**config.mk**
```make
export PLATFORM = sky130hd
export DESIGN_NAME = wrv_ctrl
export DESIGN_NICKNAME = d
export VERILOG_FILES = /design/src/rtl/wrv_pkg.sv /design/src/rtl/wrv_ctrl.sv
export SDC_FILE = /design/constraint.sdc
export NUM_CORES = 1
export LEC_CHECK = 0
export BUFFER_PORTS_ARGS = -buffer_cell sky130_fd_sc_hd__buf_4
export CAP_MARGIN = 40
export CORE_AREA = 2 2 39 41
export DETAILED_ROUTE_END_ITERATION = 8
export DIE_AREA = 0 0 41 43
export GPL_ROUTABILITY_DRIVEN = 1
export MAX_ROUTING_LAYER = met4
export SLEW_MARGIN = 20
export SYNTH_ARGS = -nofsm -noshare
export SYNTH_HDL_FRONTEND = slang
export SYNTH_SLANG_ARGS = --single-unit
```
**constraint.sdc**
```tcl
create_clock -name aclk -period 1.1 [get_ports aclk]
set_input_delay 0.275 -clock aclk [delete_from_list [all_inputs] [get_ports aclk]]
set_output_delay 0.275 -clock aclk [all_outputs]
set_load 0.05 [all_outputs]
```
**src/rtl/wrv_pkg.sv**
```systemverilog
// ----------------------------------------------------------------------------
// wrv_pkg
// Shared widths, register indexes and controller/datapath interface types
// for the windowed regression velocity estimator.
// ----------------------------------------------------------------------------
package wrv_pkg;

    localparam int ANGLE_W  = 12;
    localparam int TIME_W   = 32;
    localparam int POS_W    = 32;
    localparam int SPEED_W  = 24;
    localparam int SMOOTH_W = 32;

    localparam int WIN_W    = 16;
    localparam int CNT_CFG_W = 4;
    localparam int MINT_W   = 8;
    localparam int ALPHA_W  = 9;
    localparam int CFG_DATA_W = 16;
    localparam int CFG_ADDR_W = 4;

    // register indexes
    localparam logic [CFG_ADDR_W-1:0] REG_WINDOW_MS    = 4'd0;
    localparam logic [CFG_ADDR_W-1:0] REG_SAMPLE_COUNT = 4'd1;
    localparam logic [CFG_ADDR_W-1:0] REG_MIN_INTERVAL = 4'd2;
    localparam logic [CFG_ADDR_W-1:0] REG_ALPHA        = 4'd3;

    localparam logic [WIN_W-1:0]     WINDOW_MS_RST    = 16'd200;
    localparam logic [CNT_CFG_W-1:0] SAMPLE_COUNT_RST = 4'd5;
    localparam logic [MINT_W-1:0]    MIN_INTERVAL_RST = 8'd20;
    localparam logic [ALPHA_W-1:0]   ALPHA_RST        = 9'd51;

    localparam logic [ALPHA_W-1:0]   ALPHA_ONE        = 9'd256;

    typedef struct packed {
        logic [WIN_W-1:0]     window_ms;
        logic [CNT_CFG_W-1:0] sample_count;
        logic [MINT_W-1:0]    min_interval_ms;
        logic [ALPHA_W-1:0]   smoothing_alpha;
    } cfg_t;

    typedef struct packed {
        logic load;
        logic check;
        logic drop;
        logic append;
        logic sum_step;
        logic prod;
        logic diff;
        logic scale1;
        logic scale2;
        logic div_step;
        logic smooth1;
        logic smooth2;
        logic out_load;
    } cmd_t;

    typedef struct packed {
        logic accept;
        logic age_over;
        logic cap_full;
        logic sum_last;
        logic div_last;
    } sta_t;

endpackage

```
**src/rtl/wrv_ctrl.sv**
```systemverilog
// ----------------------------------------------------------------------------
// wrv_ctrl
// Sequencer: steps the datapath through unwrap, window update, regression
// sums, scaling, serial division, smoothing and result transfer.
// ----------------------------------------------------------------------------
module wrv_ctrl (
    input  logic          aclk,
    input  logic          aresetn,
    input  logic          s_valid,
    output logic          s_ready,
    output logic          m_valid,
    input  logic          m_ready,
    input  wrv_pkg::sta_t sta,
    output wrv_pkg::cmd_t cmd
);
    import wrv_pkg::*;

    localparam logic [3:0] ST_IDLE    = 4'd0;
    localparam logic [3:0] ST_CHECK   = 4'd1;
    localparam logic [3:0] ST_AGE     = 4'd2;
    localparam logic [3:0] ST_CAP     = 4'd3;
    localparam logic [3:0] ST_APPEND  = 4'd4;
    localparam logic [3:0] ST_SUM     = 4'd5;
    localparam logic [3:0] ST_DRAIN1  = 4'd6;
    localparam logic [3:0] ST_DRAIN2  = 4'd7;
    localparam logic [3:0] ST_PROD    = 4'd8;
    localparam logic [3:0] ST_DIFF    = 4'd9;
    localparam logic [3:0] ST_SCALE1  = 4'd10;
    localparam logic [3:0] ST_SCALE2  = 4'd11;
    localparam logic [3:0] ST_DIV     = 4'd12;
    localparam logic [3:0] ST_SMOOTH1 = 4'd13;
    localparam logic [3:0] ST_SMOOTH2 = 4'd14;
    localparam logic [3:0] ST_FINISH  = 4'd15;

    logic [3:0] state_reg, state_next;
    logic       m_valid_reg, m_valid_next;
    logic       out_free;

    assign out_free = !m_valid_reg || m_ready;
    assign s_ready  = (state_reg == ST_IDLE);
    assign m_valid  = m_valid_reg;

    always_comb begin
        state_next   = state_reg;
        m_valid_next = m_valid_reg;
        cmd          = '0;
        if (m_valid_reg && m_ready) begin
            m_valid_next = 1'b0;
        end
        unique case (state_reg)
            ST_IDLE: begin
                if (s_valid) begin
                    cmd.load   = 1'b1;
                    state_next = ST_CHECK;
                end
            end
            ST_CHECK: begin
                cmd.check  = 1'b1;
                state_next = sta.accept ? ST_AGE : ST_FINISH;
            end
            ST_AGE: begin
                if (sta.age_over) begin
                    cmd.drop = 1'b1;
                end else begin
                    state_next = ST_CAP;
                end
            end
            ST_CAP: begin
                if (sta.cap_full) begin
                    cmd.drop = 1'b1;
                end else begin
                    state_next = ST_APPEND;
                end
            end
            ST_APPEND: begin
                cmd.append = 1'b1;
                state_next = ST_SUM;
            end
            ST_SUM: begin
                cmd.sum_step = 1'b1;
                if (sta.sum_last) begin
                    state_next = ST_DRAIN1;
                end
            end
            ST_DRAIN1: state_next = ST_DRAIN2;
            ST_DRAIN2: state_next = ST_PROD;
            ST_PROD: begin
                cmd.prod   = 1'b1;
                state_next = ST_DIFF;
            end
            ST_DIFF: begin
                cmd.diff   = 1'b1;
                state_next = ST_SCALE1;
            end
            ST_SCALE1: begin
                cmd.scale1 = 1'b1;
                state_next = ST_SCALE2;
            end
            ST_SCALE2: begin
                cmd.scale2 = 1'b1;
                state_next = ST_DIV;
            end
            ST_DIV: begin
                cmd.div_step = 1'b1;
                if (sta.div_last) begin
                    state_next = ST_SMOOTH1;
                end
            end
            ST_SMOOTH1: begin
                cmd.smooth1 = 1'b1;
                state_next  = ST_SMOOTH2;
            end
            ST_SMOOTH2: begin
                cmd.smooth2 = 1'b1;
                state_next  = ST_FINISH;
            end
            ST_FINISH: begin
                if (out_free) begin
                    cmd.out_load = 1'b1;
                    m_valid_next = 1'b1;
                    state_next   = ST_IDLE;
                end
            end
            default: state_next = ST_IDLE;
        endcase
    end

    always_ff @(posedge aclk) begin
        if (!aresetn) begin
            state_reg   <= ST_IDLE;
            m_valid_reg <= 1'b0;
        end else begin
            state_reg   <= state_next;
            m_valid_reg <= m_valid_next;
        end
    end

endmodule

```
==> results by group <==
Status
  • Outcome: finished, violations left
  • Failing checks: setup timing

Routing
  • Routed WL: 1960 um
  • Avg WL per Cell: 15.7 um
  • DR top layer: met4
  • Wire length on met3: 74 um
  • Routed wl met2: 1050 um
  • Detailed-route via count: 662
  • First DRT Iteration DRCs: 10
  • WL met1: 781 um
  • Post-route DRC violation count: 0
  • Antenna violation net count after detailed routing: 0
  • Drt pass-1 iters: 4
  • Vias per cell: 5.30

CTS
  • Clk_lat worst skew: 240 ps
  • # H-tree levels: 1
  • CTS Buf Count: 3
  • Clock transition at path regs: 50 ps
  • CTS Sinks: 5
  • CTS tree: done
  • Clock Path Buffers: 2
  • CTS root buf: clkbuf_4

Power
  • Pwr dens: 2670 nW/um^2
  • Total power: 3.01 mW
  • P_sw: 1.44 mW
  • Combinational share of power: 78.2%
  • Sequential Power Share: 14.8%
  • IR drop worst, VDD: 1.58 mV
  • Switching portion of total power: 47.8%
  • Cell leakage power: 0.470 nW
  • Internal Power: 1.57 mW
  • Clock Power Share: 7.1%

Worst setup path
  • WP buf/inv: 3
  • Largest stage delay on the critical path: 380 ps
  • Worst path cell trace: buf_4 > buf_4 > nor3_4 > buf_6
  • Req. time, crit path: 820 ps
  • Crit Path Category: reg2out
  • R2R Path End: state_reg[0]
  • CP startpoint: state_reg[0]
  • Worst reg2reg setup slack: -320 ps
  • Worst Setup Start Kind: register
  • CP endpoint: cmd[7]
  • Most Frequent Cell on Critical Path: buf_4
  • Critical-path top delay cell: dfxtp_4
  • Critical path depth in cells: 4
  • Worst-path maximum fanout: 7
  • Reg2reg start: state_reg[2]
  • Reg2reg path depth: 5
  • Largest delay share family, worst path: buffers and inverters
  • Worst endpoint data arrival time: 1250 ps
  • Crit end category: primary output

Final layout
  • Sequential cell area: 116 um^2
  • Antenna cell count: 0
  • Max reg flops: 4
  • Area grow syn2layout: 171%
  • Fraction of layout cells with a size suffix above 1: 78.0%
  • Utilization after layout: 81.3%
  • Area occupied by multi-input gates: 485 um^2
  • Fill cells: 92
  • Fin nets: 119

Floorplanning
  • Die width: 41 um
  • Row cnt: 14
  • Initial Utilization: 30.0%
  • I/O pins: 24
  • Core Area: 1380 um^2
  • Chip Height: 43 um
  • Die Footprint: 1760 um^2

STA
  • RSZ-0062 raised after global routing: yes
  • Worst-Margin Slew: 261 ps
  • Setup TNS: -6090 ps
  • Max Transition Viols Final: 0
  • Final period util: 139%
  • Setup ws final: -426 ps
  • Highest Clock Rate: 0.655 GHz
  • Setup violators final: 18
  • Final hold vios: 0
  • Clock Skews: 7.27 ps
  • Slew margin rel.: 82.1%
  • Period minus WS final: 1530 ps

GRT
  • Tot GR Track Use: 25.6%
  • Largest net degree at the start of global routing: 10
  • Initial antenna violation count: 0
  • First-pass GRT wire length: 2980 um
  • Via count of the first global-routing pass: 643
  • GR Overflow Total: 0

Yosys
  • Ys flop type: dfxtp_1
  • Post-synth top cells: nor2_1 (9), nor3_1 (8), dfxtp_1 (5)
  • Yosys warns: 0
  • Synth Area per Inst: 7.29 um^2
  • Syn nets: 66
  • Library cells used by synthesis: 26
  • EDFF count, synth: 0
  • Cell Area, Synth: 415 um^2
  • Post-synthesis instance total: 57
  • Post-synthesis sequential area ratio: 24.1%
  • Leading cell type by number of instances after synthesis: nor2_1
  • Yosys reg bits: 5
  • Post-synth ARST share: 0%
  • Largest area contributor in the netlist: dfxtp_1
  • Synth top area share: 24.1%
  • Area contributors post-synth: dfxtp_1 (24%), nor3_1 (9.6%), nor2_1 (8.1%), nand2b_1 (6.0%), buf_2 (3.6%)

Worst hold path
  • HP Class: in2reg
  • HP Start: m_ready

Run
  • Max-cap check violation count: 0

Placed design
  • Post-detailed-placement half-perimeter wirelength: 1140 um
  • GPL Wtd Cong: 0.838
  • Port bufs: 23
==> power by group through the flow <==
stage / registers, mW / logic [mW] / clock network (mW)
after floorplan: 0.323 / 1.23 / 0
after global routing: 0.457 / 2.47 / 0.229
after CTS: 0.438 / 2.23 / 0.216
after global placement: 0.414 / 1.73 / 0
final: 0.444 / 2.35 / 0.213
after detailed placement: 0.417 / 1.74 / 0
==> layout make-up <==
cell class / instances / share of cell area [%]
sequential: 5 / 10.3
tap: 16 / 1.78
timing repair buffer: 52 / 42.4
multi-input combinational: 48 / 43.2
clock buffer: 4 / 2.34
==> logic make-up (layout without fill, tap and decap cells) <==
family                 after synthesis  count (layout)  share of synthesized area [%]
buffers and inverters                4              56                           5.42
AOI/OAI and AO/OA                   11              11                           17.8
muxes                                2               2                           5.12
DFF                                  5               5                           24.1
and+or+nand+nor                     35              35                           47.6
==> per-layer routing <==
layer,vias up,GRT usage [%]
li1,312,-
met1,324,31.4
met2,20,41.3
met3,6,3.14
met4,0,9.33
met5,-,-
==> repair_timing <==
| action | CTS | global route |
|---|---|---|
| setup endpoints to repair | 18 | 18 |
| resized for setup | 39 | 5 |
| setup buffers | 8 | 1 |
| hold buffers | 0 | 0 |
| pin swaps | 8 | 6 |
==> stage by stage <==
step	hold WS, ps	cell area, um^2	setup WS [ps]	instances
finish	393	1120	-426	125
global route	409	1120	-471	125
CTS	391	1100	-417	125
detailed placement	539	871	-284	113
global placement	542	871	-266	113
floorplan	392	566	-690	57
==> tightest hold or removal path, cell delays in order <==
cell	delay [ps]
buf_4	90
nor2b_2	50
o21a_1	180
==> cells in the final DEF (no fill, tap or decap), drive strengths merged, types with 2 or more instances in the layout <==
master,n
dfxtp,5
nand2,4
nor3b,2
buf,52
o21ai,2
nor3,8
nor4,2
o21a,2
nor2b,2
a21oi,2
nor2,9
nand2b,4
clkbuf,4
==> how the worst min path moves through the flow <==
stage | to | slack (ps) | depth (start not counted)
2_1_floorplan | state_reg[1] | 390 | 1
3_3_place_gp | state_reg[2] | 540 | 2
3_5_place_dp | state_reg[2] | 540 | 2
4_1_cts | state_reg[1] | 390 | 3
5_1_grt | m_valid | 410 | 3
6_report | m_valid | 390 | 3
Power figures use the tool's default switching activity.
